==> config.mk <==
export PLATFORM = sky130hd
export DESIGN_NAME = mi4_mem
export DESIGN_NICKNAME = d
export VERILOG_FILES = /design/src/rtl/core/mi4_pkg.sv /design/src/rtl/core/mi4_mem.sv
export SDC_FILE = /design/constraint.sdc
export NUM_CORES = 1
export LEC_CHECK = 0
export BUFFER_PORTS_ARGS = -buffer_cell sky130_fd_sc_hd__buf_2
export CORE_MARGIN = 5
export CORE_UTILIZATION = 30
export DETAILED_ROUTE_END_ITERATION = 6
export PLACE_DENSITY = 0.52
export SYNTH_ARGS = -nofsm -noshare
export SYNTH_HDL_FRONTEND = slang
export SYNTH_SLANG_ARGS = --single-unit
==> constraint.sdc <==
create_clock -name clk -period 3.3 [get_ports clk]
set_input_delay 0.165 -clock clk [delete_from_list [all_inputs] [get_ports clk]]
set_output_delay 0.165 -clock clk [all_outputs]
set_load 0.005 [all_outputs]
==> src/rtl/core/mi4_pkg.sv <==
// ============================================================================
// mi4_pkg
// Shared types, state encodings and minor-address helpers for the 4x4
// matrix inverse block.
// ============================================================================
package mi4_pkg;

    localparam int MAT_N = 16;
    localparam int IDX_W = 4;

    typedef enum logic [4:0] {
        ST_IDLE,
        ST_RA,
        ST_RB,
        ST_RC,
        ST_MAB,
        ST_MLO,
        ST_MHI,
        ST_ACC,
        ST_CWR,
        ST_DRD,
        ST_DLD,
        ST_DMUL,
        ST_DADD,
        ST_DSUM,
        ST_DABS,
        ST_DSAT,
        ST_QRD,
        ST_QLD,
        ST_QWAIT
    } top_state_t;

    typedef enum logic [1:0] {
        DV_IDLE,
        DV_CHECK,
        DV_ITER,
        DV_FIN
    } div_state_t;

    typedef struct packed {
        logic start;
        logic num_neg;
        logic den_neg;
    } div_ctl_t;

    function automatic logic [1:0] perm_col(input logic [2:0] term, input logic [1:0] fact);
        logic [5:0] p;
        case (term)
            3'd0:    p = {2'd0, 2'd1, 2'd2};
            3'd1:    p = {2'd0, 2'd2, 2'd1};
            3'd2:    p = {2'd1, 2'd0, 2'd2};
            3'd3:    p = {2'd1, 2'd2, 2'd0};
            3'd4:    p = {2'd2, 2'd0, 2'd1};
            3'd5:    p = {2'd2, 2'd1, 2'd0};
            default: p = {2'd0, 2'd1, 2'd2};
        endcase
        case (fact)
            2'd0:    return p[5:4];
            2'd1:    return p[3:2];
            default: return p[1:0];
        endcase
    endfunction

    function automatic logic [IDX_W-1:0] minor_addr(input logic [IDX_W-1:0] cof,
                                                   input logic [2:0] term,
                                                   input logic [1:0] fact);
        logic [1:0] r;
        logic [1:0] c;
        logic [1:0] p;
        r = (fact >= cof[3:2]) ? fact + 2'd1 : fact;
        p = perm_col(term, fact);
        c = (p >= cof[1:0]) ? p + 2'd1 : p;
        return {r, c};
    endfunction

    function automatic logic term_is_neg(input logic [2:0] term);
        return term inside {3'd1, 3'd2, 3'd5};
    endfunction

endpackage

==> src/rtl/core/mi4_mem.sv <==
// ============================================================================
// mi4_mem
// Sixteen-entry synchronous RAM, one write port, one registered read port.
// ============================================================================
module mi4_mem
    import mi4_pkg::*;
#(
    parameter int W = 32
)
(
    input  logic                 clk,
    input  logic                 we,
    input  logic [IDX_W-1:0]     waddr,
    input  logic [W-1:0]         wdata,
    input  logic [IDX_W-1:0]     raddr,
    output logic [W-1:0]         rdata
);

    logic [W-1:0] mem [MAT_N];

    always_ff @(posedge clk)
    begin
        if (we)
        begin
            mem[waddr] <= wdata;
        end
        rdata <= mem[raddr];
    end

endmodule

; Yosys cells after proc, flatten, opt, wreduce, memory -nomap -nowiden
; Memory sizes are Yosys's and may differ from the RTL's. A register that Yosys moved wholly into a read port is not among the register bits.
; Cells that the tools add are included.
; W data, S select, Z words.
[op_classes]
add_sub_neg = 0
mul = 0
div_mod_pow = 0
order_cmp = 0
eq_ne = 0
shift = 0
muxes = 2
bitwise_logic = 0
n_reduce_logical = 0
[ops]
columns = cell, n
row1 = $mux W1, 2
[word_totals]
ff_bits = 0
latchBits = 0
ramBits = 512
mem_bits_ro = 0
input_bits = 42
out_inout_bits = 32
elab_cells = 3
memories = 1
[mem_list]
columns = memory, words, word_bits, rd, rd_clocked_by_memory_dff, wr, line
row1 = mem, 16, 32, 1, 1, 1, mi4_mem.sv:19  ; logic [W-1:0] mem [MAT_N];

; Depth between registers and ports, before layout
[logic_depth]
ltp_word = 2
mapped_depth = 5
mapped_depth_nobuf = 3

; Worst setup path after synthesis
; OpenSTA, ideal clock, no wires.
[synth_timing]
path_type = input port to flip-flop
from = input port waddr[2]
to = memory mem[0][0] (enable)
setup_ps = 461
arrival_ps = 2883
t_required_ps = 2839
slack_ps = -45
stages = 2
n_path_buf = 0
path_cell_list = or3b_2 nor3_1
[synth_rtl]
columns = item, line
row1 = "start, declared", mi4_mem.sv:13  ; input logic [IDX_W-1:0] waddr,
row2 = "end, declared", mi4_mem.sv:19
; Straight into the memory's write port.

; Worst setup path in the final report
[layout_timing]
from = input port waddr[0]
to = memory mem[14][10] (enable)
; Straight into the memory's write port.

==> impl_metrics.toml <==
[run_status]
status = "complete, no violations"

[place]
dp_hpwl_mm = 24.5
port_buffers = 73
gp_congestion = 0.701

[layout]
post-route-util_pct = 36.1
drive_above_1_share_pct = 32.4
area_growth_pct = 19.6
final_common_cell = "edfxtp_1"
final_net_count = 1039
final_cell_mix = "edfxtp_1, mux4_2, buf_2"

[worst_setup_path]
cp_max_fo = 22
crit_required_ns = 3.60
ff2ff_path_depth = 3
worstPathArrival_ns = 1.91
cp_cell_sequence = "buf_2 -> nand2b_1 -> nor2_4 -> buf_4"
path_class = "primary input to flip-flop"
end_kind = "flip-flop"
critPathMaxStageDelay_ns = 0.92
crit_slowest_cell = "nor2_4"
start_kind = "primary input"

[synthesis]
yosys_warnings = 0
yosysTopAreaCellShare_pct = 77.4
syn_nets = 880
netlist_instances = 838
synth_seq_cells = 544
synthesis.area_sq_um = 19900
synthDistinctLibCells = 18
avgSynthCellArea_sq_um = 23.7
synth_top_area_cell = "edfxtp_1"
netlist_top_cells_area = "edfxtp_1, mux4_2, dfxtp_1, a22oi_1, nand2_1"
seq_area_frac_synth_pct = 80.7

[global_routing]
use_met1_pct = 18.6
grt.busiest_layer = "met2"
grt_usage_pct = 12.4
overflow = 0
grtUsageMet2_pct = 18.7
grt_max_degree = 41
grt_pass1_wl_mm = 65.8
grt_pass1_vias = 9927
antenna_found_initial = 2
use_met3_pct = 2.24

[detailed_routing]
ant_nets = 0
drt_wl_total_mm = 44.5
first_iter_violations = 682
drc = 0
vias = 9131
drt_pass1_iterations = 5
viasPerCell = 4.78
routedWlPerCell_microns = 23.3

[power]
power_mw = 14.7
vdd_drop_max_v = 0.000389
p_leak_nw = 7.57
power_density_nw_per_um2 = 621

[cts]
clock_latency_ns = 0.60
htreeDepth = 2
cts_root_buf = "clkbuf_16"
cts_sinks = 544
cts_buffer_depth = 3
cts_buffers = 56
postCtsSetupBuffers = 0
cts_tree = "done"
clk_pin_slew_ns = 0.06

[die]
initial_core_util_pct = 30.2
core_sq_um = 65700
die_h_microns = 267
num_rows = 94
ios = 74
die_area_sq_um = 71400
die_w_microns = 267

[timing]
slew_headroom_pct = 25.3
setup_tns_ns = 0
rsz0062_at_grt = "no"
period_minus_slack_ns = 1.61
post-route-period-util_pct = 48.8
final-max-slew-violation-count = 0
finalHoldViolations = 0
skew_ns = 0.0233
fmax_mhz = 621
finalSetupViolations = 0
tightest_slew_ns = 1.12

[hold_path]
min_path_type = "primary input to flip-flop"
hold-path-cell-count = 3

[run]
maxCapViolCount = 0
-- final timing paths --
check                                 start     endpoint  slack (ns)
worst max-delay path               waddr[0]  mem[14][10]        1.69
worst min-delay path               waddr[3]   mem[1][16]        0.21
worst max register to register    mem[3][5]     rdata[5]        1.83
worst min register to register  mem[12][15]    rdata[15]        0.67
-- sequential cells by signal, indices dropped and copies added, names as in the netlist --
signal	cells
rdata	32
mem	512
-- cell type report --
cell class              count  area [sq um]
repair buffers            144          1060
flip-flops and latches    544         16000
diodes                      1          2.50
clock inverters            26           229
well taps                 864          1080
multi-input cells         251          3760
fillers                  5966         42000
clock buffers              79          1600
-- Yosys cell counts, drive strengths merged --
cell type,number
edfxtp,512
mux4,128
a22oi,64
nand2,33
dfxtp,32
buf,26
clkbuf,17
nor2,13
nor3,4
nand2b,2
nand3b,2
nor2b,2
and2,1
nand3,1
or3b,1
-- layer usage --
layer / vias to the layer above / wire length, microns
met5: - / 13
met4: 2 / 755
met3: 52 / 2010
met2: 213 / 20200
met1: 4962 / 21500
li1: 3902 / -
-- cells by family after synthesis --
kind of cell	synth area share [%]
AOI/OAI and AO/OA	2.42
buffers and inverters	1.12
muxes	14.5
and+or+nand+nor	1.27
DFF	80.7
-- worst max-delay path: cells and delay by family --
kind | cells | cell delay, ns
simple gates | 2 | 1.25
buf+inv | 2 | 0.48
-- repair_timing --
item	CTS	global route
hold buffers	32	0
hold endpoints to repair	512	0
resized for setup	0	0
endpoints found under the setup margin	0	0
-- report_power, final --
| part | leakage [nW] | internal, mW | switching [mW] |
|---|---|---|---|
| Clock | 0.887 | 3.67 | 2.57 |
| Sequential | 4.89 | 7.72 | 0.0498 |
| Combinational | 1.79 | 0.309 | 0.408 |
-- metrics by stage --
stage                     cell area [sq um]  std cells  hold WS [ns]  setup WS, ns
after floorplan                       19900        838         0.264         0.256
after global placement                21600       1771         0.546          1.06
after detailed placement              21600       1771         0.543          1.05
after CTS                             23700       1908         0.172          1.70
after global routing                  23700       1908         0.216          1.60
final                                 23700       1909         0.208          1.69
Note: power is estimated with default switching activity, not from simulation.
