File: src/rtl/core/mi4_pkg.sv
// ============================================================================
// mi4_pkg
// Shared types, state encodings and minor-address helpers for the 4x4
// matrix inverse block.
// ============================================================================
package mi4_pkg;

    localparam int MAT_N = 16;
    localparam int IDX_W = 4;

    typedef enum logic [4:0] {
        ST_IDLE,
        ST_RA,
        ST_RB,
        ST_RC,
        ST_MAB,
        ST_MLO,
        ST_MHI,
        ST_ACC,
        ST_CWR,
        ST_DRD,
        ST_DLD,
        ST_DMUL,
        ST_DADD,
        ST_DSUM,
        ST_DABS,
        ST_DSAT,
        ST_QRD,
        ST_QLD,
        ST_QWAIT
    } top_state_t;

    typedef enum logic [1:0] {
        DV_IDLE,
        DV_CHECK,
        DV_ITER,
        DV_FIN
    } div_state_t;

    typedef struct packed {
        logic start;
        logic num_neg;
        logic den_neg;
    } div_ctl_t;

    function automatic logic [1:0] perm_col(input logic [2:0] term, input logic [1:0] fact);
        logic [5:0] p;
        case (term)
            3'd0:    p = {2'd0, 2'd1, 2'd2};
            3'd1:    p = {2'd0, 2'd2, 2'd1};
            3'd2:    p = {2'd1, 2'd0, 2'd2};
            3'd3:    p = {2'd1, 2'd2, 2'd0};
            3'd4:    p = {2'd2, 2'd0, 2'd1};
            3'd5:    p = {2'd2, 2'd1, 2'd0};
            default: p = {2'd0, 2'd1, 2'd2};
        endcase
        case (fact)
            2'd0:    return p[5:4];
            2'd1:    return p[3:2];
            default: return p[1:0];
        endcase
    endfunction

    function automatic logic [IDX_W-1:0] minor_addr(input logic [IDX_W-1:0] cof,
                                                   input logic [2:0] term,
                                                   input logic [1:0] fact);
        logic [1:0] r;
        logic [1:0] c;
        logic [1:0] p;
        r = (fact >= cof[3:2]) ? fact + 2'd1 : fact;
        p = perm_col(term, fact);
        c = (p >= cof[1:0]) ? p + 2'd1 : p;
        return {r, c};
    endfunction

    function automatic logic term_is_neg(input logic [2:0] term);
        return term inside {3'd1, 3'd2, 3'd5};
    endfunction

endpackage

File: src/rtl/core/mi4_div.sv
// ============================================================================
// mi4_div
// Restoring divider, one quotient bit per cycle, with saturation of the
// signed quotient to EW bits.
// ============================================================================
module mi4_div
    import mi4_pkg::*;
#(
    parameter int EW = 32,
    parameter int NW = 129,
    parameter int DW = 130
)
(
    input  logic                 clk,
    input  logic                 rst_n,
    input  div_ctl_t             ctl,
    input  logic [NW-1:0]        num_mag,
    input  logic [DW-1:0]        den_mag,
    output logic                 done,
    output logic signed [EW-1:0] quot
);

    localparam int RA_W  = NW - EW - 1;
    localparam int RW    = (DW + 1 > RA_W) ? DW + 1 : RA_W;
    localparam int CNT_W = $clog2(EW + 1);
    localparam logic [EW:0] QLIM = (EW+1)'(1) << (EW - 1);

    div_state_t          state_reg, state_next;
    logic [RW-1:0]       rem_reg;
    logic [EW:0]         nbits_reg;
    logic [EW:0]         q_reg;
    logic [CNT_W-1:0]    cnt_reg;
    logic                big_reg;
    logic                neg_reg;
    logic                done_reg;
    logic signed [EW-1:0] quot_reg;

    logic [RW-1:0]       den_x;
    logic [RW-1:0]       rsh;
    logic                ge;
    logic signed [EW-1:0] sat_val;

    assign den_x = RW'(den_mag);
    assign rsh   = {rem_reg[RW-2:0], nbits_reg[EW]};
    assign ge    = rsh >= den_x;

    always_comb
    begin
        state_next = state_reg;
        case (state_reg)
            DV_IDLE:  if (ctl.start) state_next = DV_CHECK;
            DV_CHECK: state_next = (rem_reg >= den_x) ? DV_FIN : DV_ITER;
            DV_ITER:  if (cnt_reg == CNT_W'(EW)) state_next = DV_FIN;
            DV_FIN:   state_next = DV_IDLE;
            default:  state_next = DV_IDLE;
        endcase
    end

    always_comb
    begin
        if (neg_reg)
        begin
            if (big_reg || q_reg > QLIM)
                sat_val = {1'b1, {(EW-1){1'b0}}};
            else
                sat_val = EW'(0) - q_reg[EW-1:0];
        end
        else
        begin
            if (big_reg || q_reg >= QLIM)
                sat_val = {1'b0, {(EW-1){1'b1}}};
            else
                sat_val = q_reg[EW-1:0];
        end
    end

    always_ff @(posedge clk or negedge rst_n)
    begin
        if (!rst_n)
        begin
            state_reg <= DV_IDLE;
            done_reg  <= 1'b0;
            cnt_reg   <= '0;
        end
        else
        begin
            state_reg <= state_next;
            done_reg  <= (state_reg == DV_FIN);
            if (state_reg == DV_CHECK)
                cnt_reg <= '0;
            else if (state_reg == DV_ITER)
                cnt_reg <= cnt_reg + CNT_W'(1);
        end
    end

    always_ff @(posedge clk)
    begin
        case (state_reg)
            DV_IDLE:
            begin
                if (ctl.start)
                begin
                    rem_reg   <= RW'(num_mag[NW-1:EW+1]);
                    nbits_reg <= num_mag[EW:0];
                    neg_reg   <= ctl.num_neg ^ ctl.den_neg;
                end
            end
            DV_CHECK:
            begin
                big_reg <= rem_reg >= den_x;
                q_reg   <= '0;
            end
            DV_ITER:
            begin
                rem_reg   <= ge ? rsh - den_x : rsh;
                q_reg     <= {q_reg[EW-1:0], ge};
                nbits_reg <= nbits_reg << 1;
            end
            DV_FIN:
            begin
                quot_reg <= sat_val;
            end
            default:
            begin
            end
        endcase
    end

    assign done = done_reg;
    assign quot = quot_reg;

endmodule

File: config.mk
export PLATFORM = sky130hd
export DESIGN_NAME = mi4_div
export DESIGN_NICKNAME = d
export VERILOG_FILES = /design/src/rtl/core/mi4_pkg.sv /design/src/rtl/core/mi4_div.sv
export SDC_FILE = /design/constraint.sdc
export NUM_CORES = 1
export LEC_CHECK = 0
export BUFFER_PORTS_ARGS = -buffer_cell sky130_fd_sc_hd__clkbuf_2
export CORE_ASPECT_RATIO = 0.6
export CORE_UTILIZATION = 45
export CTS_CLUSTER_SIZE = 30
export DETAILED_ROUTE_END_ITERATION = 8
export GPL_TIMING_DRIVEN = 0
export PLACE_DENSITY = 0.67
export SETUP_SLACK_MARGIN = 0.1
export SLEW_MARGIN = 20
export SYNTH_ARGS = -nofsm -noshare
export SYNTH_HDL_FRONTEND = slang
export SYNTH_SLANG_ARGS = --single-unit
File: constraint.sdc
create_clock -name clk -period 9.1 [get_ports clk]
set_input_delay 0.455 -clock clk [delete_from_list [all_inputs] [get_ports clk]]
set_output_delay 0.455 -clock clk [all_outputs]
set_load 0.02 [all_outputs]
Word level (Yosys, flattened, before mapping)
Index checks and enable logic that the tools add are counted.
{"block": "word_totals", "regBits": 240, "input_bits": 264}
{"block": "classes", "add_sub_neg": 3, "magnitude_cmp": 4, "n_eq_ne": 6, "n_mux": 15, "bitwise": 1, "reduce_logical": 8}
{"operator": "131-bit by 130-bit greater-or-equal comparator with 1-bit output", "count": 2}
{"operator": "131-bit 2-to-1 mux", "count": 2}
{"operator": "131-bit case mux with 2 select lines", "count": 1}
{"operator": "33-bit case mux with 2 select lines", "count": 2}
{"operator": "131-bit by 130-bit subtractor with 131-bit output", "count": 1}
{"operator": "32-bit 2-to-1 mux", "count": 3}
{"operator": "33-bit by 32-bit greater-or-equal comparator with 1-bit output, second input constant", "count": 1}
{"operator": "33-bit by 32-bit greater-than comparator with 1-bit output, second input constant", "count": 1}
{"operator": "33-bit 2-to-1 mux", "count": 1}
{"operator": "1-bit by 32-bit subtractor with 32-bit output, first input constant", "count": 1}
{"operator": "6-bit 2-to-1 mux", "count": 2}
{"operator": "2-bit case mux with 4 select lines", "count": 1}
{"operator": "6-bit by 1-bit adder with 6-bit output, second input constant", "count": 1}
{"operator": "6-bit equality test, second input constant", "count": 1}
{"operator": "2-bit AND reduction", "count": 3}
{"operator": "2-bit equality test, second input constant", "count": 2}
{"operator": "2-bit 2-to-1 mux", "count": 2}
{"operator": "2-bit != test, second input constant", "count": 2}
{"operator": "2-bit nonzero test", "count": 2}
{"operator": "2-bit by 1-bit equality test with 1-bit output, second input constant", "count": 1}
{"operator": "2-bit logical NOT", "count": 1}
{"operator": "1-bit logical OR", "count": 2}
{"operator": "1-bit 2-to-1 mux", "count": 1}
{"operator": "1-bit bitwise XOR", "count": 1}

Longest topological paths before layout
{"block": "depth", "word_depth": 4, "mapped_depth": 17, "ltp_nobuf": 15}

Worst setup path after synthesis
No wires, ideal clock.
{"block": "synth_path", "path_kind": "register -> register", "start": "register state_reg[0]", "end": "register nbits_reg[0] (enable)", "setup_time_ns": 0.722, "t_arrival_ns": 8.708, "required_time_ns": 8.378, "setup_slack_ns": -0.330, "path_stages_with_launch": 7, "n_path_buf": 2, "synth_period_minus_slack_ns": 9.430, "cell_sequence": "dfrtp_1 > inv_1 > ha_1 > clkbuf_1 > inv_2 > buf_1 > o21bai_1"}
{"block": "synth_via", "elab_chain_cells": 3, "word_cells_on_any_way": 5, "classes_between": "2 x eq/ne; 3 x reduce/logical"}
{"element": "from (decl)", "line_no": "mi4_div.sv:28", "text": "div_state_t state_reg, state_next;"}
{"element": "from (signal assigned)", "line_no": "mi4_div.sv:87", "text": "state_reg <= state_next;"}
{"element": "2-bit equality test / 2-bit logical NOT (equally long branches)", "line_no": "mi4_div.sv:98", "text": "case (state_reg)"}
{"element": "2-bit nonzero test (no line) / 2-bit != test (equally long branches)"}
{"element": "2-bit AND reduction (no line) *"}
{"element": "to (signal assigned)", "line_no": "mi4_div.sv:104", "text": "nbits_reg <= num_mag[EW:0];"}
{"element": "to (signal assigned)", "line_no": "mi4_div.sv:117", "text": "nbits_reg <= nbits_reg << 1;"}
{"element": "to (decl)", "line_no": "mi4_div.sv:30", "text": "logic [EW:0] nbits_reg;"}
Every way passes the cells marked *; elsewhere a longest branch is shown, timed or not.
A chain may end at the register's enable or synchronous reset.

Worst setup path after layout
{"block": "layout_path", "start": "register rem_reg[11]", "end": "register rem_reg[84] (data pin)"}
{"block": "layout_via", "elab_chain_cells": 3, "word_cells_on_any_way": 4, "classes_between": "1 x add/sub; 1 x order compare; 2 x mux"}
{"element": "from (decl)", "line_no": "mi4_div.sv:29", "text": "logic [RW-1:0] rem_reg;"}
{"element": "from (signal assigned)", "line_no": "mi4_div.sv:103", "text": "rem_reg <= RW'(num_mag[NW-1:EW+1]);"}
{"element": "from (signal assigned)", "line_no": "mi4_div.sv:115", "text": "rem_reg <= ge ? rsh - den_x : rsh;"}
{"element": "131-bit by 130-bit subtractor with 131-bit output / 131-bit by 130-bit greater-or-equal comparator with 1-bit output (equally long branches)", "line_no": "mi4_div.sv:115, mi4_div.sv:45"}
{"element": "131-bit 2-to-1 mux *", "line_no": "mi4_div.sv:115"}
{"element": "131-bit case mux with 2 select lines *", "line_no": "mi4_div.sv:98"}
Marked as above.

==> results.yml <==
synthesis:
  synth_edf_count: 231
  ys_ff_latch: 240
  yosys-top-cells-count: "a21oi_1, nor2_1, ha_1, nand2_1, edfxtp_1"
  yosysMostFrequentCell: "a21oi_1"
  ys_async_sr_fraction_pct: 3.75
  synth_top_family_by_area: "compound AO/OA/AOI/OAI gates"
  synth_area_leader_cell: "edfxtp_1"
  netlist_area_um2: 23400
  synth_flop_cell: "edfxtp_1"
  yosysWarningCount: 0
  syn_nets: 3393
  yosys.area_share.simple_pct: 18.6
  synth_cell_types: 81
  synth_cells: 2861
  synth-compound-area-share_pct: 23.7
  postSynthAreaPerCell_um2: 8.18
  synthMuxAreaShare_pct: 2.64
  synth_xor_area_share_pct: 4.61
  synth_fa_ha_area_share_pct: 14.4
  synthTopCellsByArea: "edfxtp_1, ha_1, a21oi_1"
  netlist.area_leader.share_pct: 29.7
  ys_seq_area_share_pct: 30.6
min_path:
  min_from: "num_mag[0]"
  holdCritPathClass: "in -> reg"
  hold_path_depth: 2
critical_path:
  critPathCapture: "rem_reg[84]"
  worstPathRequired_ns: 9.37
  crit_type: "reg -> reg"
  regToRegSetupSlack_ns: 2.85
  crit_path_start_kind: "flop"
  crit_fanout: 10
  cp.arrival_ns: 6.52
  r2r_cells: 16
  endpoint_kind: "flop"
  startpoint: "rem_reg[11]"
  rr_startpoint: "rem_reg[11]"
  r2r_end: "rem_reg[84]"
clock_tree:
  ctsHoldBuffers: 1
  path_clk_slew_ns: 0.07
  clock_latency_ns: 0.59
  cts_tree: "built"
  post-cts-setup-buffers: 0
  cts_buffer_depth: 3
  root_buffer: "clkbuf_16"
  cts.sinks: 240
  cts.htree.levels: 1
  cts_resized: 0
  cts_inserted_buffers: 28
floorplanning:
  dieHeight_um: 179
  dieArea_um2: 52900
  row_count: 64
  die_w_um: 296
  core_um2: 51200
  io_pins: 297
  start_util_pct: 45.7
sta:
  hold_viol: 0
  fmax_mhz: 160
  max_slew_margin_pct: 19.5
  post-route-period-util_pct: 68.7
  period_needed_ns: 6.25
  clock_skew_ns: 0.0148
  setup_ws_ns: 2.85
  grt_setup_unrepaired: "no"
  drv_slew: 0
  worstMarginPinSlew_ns: 1.21
  final-setup-viol-count: 0
layout:
  nNetsFinal: 3729
  fillers: 5032
  largest_reg_flops: 131
  register_area_um2: 7160
  syn_to_final_growth_pct: 15.1
  multiInputGateArea_um2: 15000
  final_util_pct: 52.6
  drive_gt1_share_pct: 13.2
routing:
  vias: 23800
  routedWlPerCell_um: 22.8
  viasPerCell: 6.09
  drtPass1Iterations: 6
  ant_nets: 0
  remaining_drc_errors: 0
  wl_um: 89300
  drtIter0Drc: 2890
pwr:
  power.leakage_nw: 11.8
  finalPower_mw: 11.0
  power.density_nw_per_um2: 410
  peakVddDrop_uv: 181
placement:
  io_buffers: 296
  dp_hpwl_um: 73200
  pre_cts_slack_ns: 2.99
  gp_congestion: 1.04
grt:
  grt_max_degree: 37
  antenna_found_initial: 6
  grt_pass1_vias: 22400
  grt_pass1_wl_um: 133000
  grt_usage_pct: 33.3
  grt.overflow.total: 0
flow_run:
  cap_violations: 0
run_status:
  status: "complete, no violations"
worst max-delay path: stages, from the launching register on:
cell	delay [ns]
edfxtp_1	0.43
ha_1	0.29
clkbuf_1	0.22
a21o_1	0.23
a21oi_1	0.20
o21ai_0	0.20
a21oi_1	0.38
o221ai_1	0.39
a221oi_1	0.59
o221a_2	0.41
o221ai_1	0.16
nor2_1	0.31
clkbuf_1	0.84
clkbuf_1	0.77
nor3_1	0.12
mux2i_1	0.18
nand3_1	0.20
worst min path at each step:
stage / endpoint / slack [ns]
after detailed placement: done / 0.34
after CTS: nbits_reg[24] / 0.15
after global routing: nbits_reg[0] / 0.15
final: nbits_reg[0] / 0.16
after floorplan: cnt_reg[0] / 0.16
after global placement: done / 0.33
final cells by class:
class                   instances  area share (%)
clock buffers                  34            2.76
plain buffers                 141            2.04
diodes                          5          0.0465
flip-flops and latches        240            26.6
well taps                     693            3.22
repair buffers                306            6.34
clock inverters                18           0.660
multi-input cells            2283            55.6
inverters                     197            2.76
per-layer routing:
layer	global-route usage, %	share of wire [%]
met2	43.9	38
met3	9.49	12
met1	51.8	48
met4	7.71	2.1
met5	0	0
cell families (layout without fill, tap and decap cells):
| kind of cell | count (synthesis) | in the layout |
|---|---|---|
| and+or+nand+nor | 916 | 916 |
| adders and majority gates | 268 | 268 |
| other | 0 | 5 |
| xor gates and xnor gates | 123 | 123 |
| AOI/OAI and AO/OA | 919 | 919 |
| muxes | 57 | 57 |
| DFF | 240 | 240 |
| buffers and inverters | 338 | 696 |
stage by stage:
stage	instances	setup TNS (ns)	instance area, um2	hold slack (ns)
finish	3917	0	26900	0.164
global placement	3850	-32.52	25700	0.334
CTS	3912	0	26900	0.151
detailed placement	3859	0	26000	0.337
floorplan	2861	0	23400	0.159
global route	3916	0	26900	0.153
cell usage in the layout, fill, tap and decap left out, types with 15 or more instances in the layout:
cell type / netlist / final
clkbuf_1: 130 / 133
mux2_2: 38 / 38
edfxtp_1: 231 / 231
nand3_1: 52 / 52
a31oi_1: 22 / 22
nor2b_1: 19 / 19
nand2b_1: 18 / 18
mux2i_1: 19 / 19
clkbuf_2: 0 / 297
and3_1: 24 / 24
o21a_1: 23 / 23
clkbuf_16: 0 / 28
or3_1: 15 / 15
nand2_1: 267 / 267
o31ai_1: 15 / 15
a211oi_1: 15 / 15
and2_1: 47 / 47
nor3_1: 47 / 47
ha_1: 267 / 265
xnor2_1: 75 / 75
a21o_1: 93 / 93
o311ai_1: 28 / 28
o21ai_0: 173 / 173
o21bai_1: 38 / 37
inv_1: 195 / 195
nand4_1: 92 / 92
nor4_1: 24 / 23
nor2_1: 272 / 272
a21oi_1: 407 / 407
xor2_1: 48 / 48
report_power, final:
part	switching, mW	internal [mW]
sequential	0.491	2.07
clock	0.528	0.644
combinational	4.77	2.52
total	5.79	5.24
No activity file was read; power rests on OpenSTA's default activity.
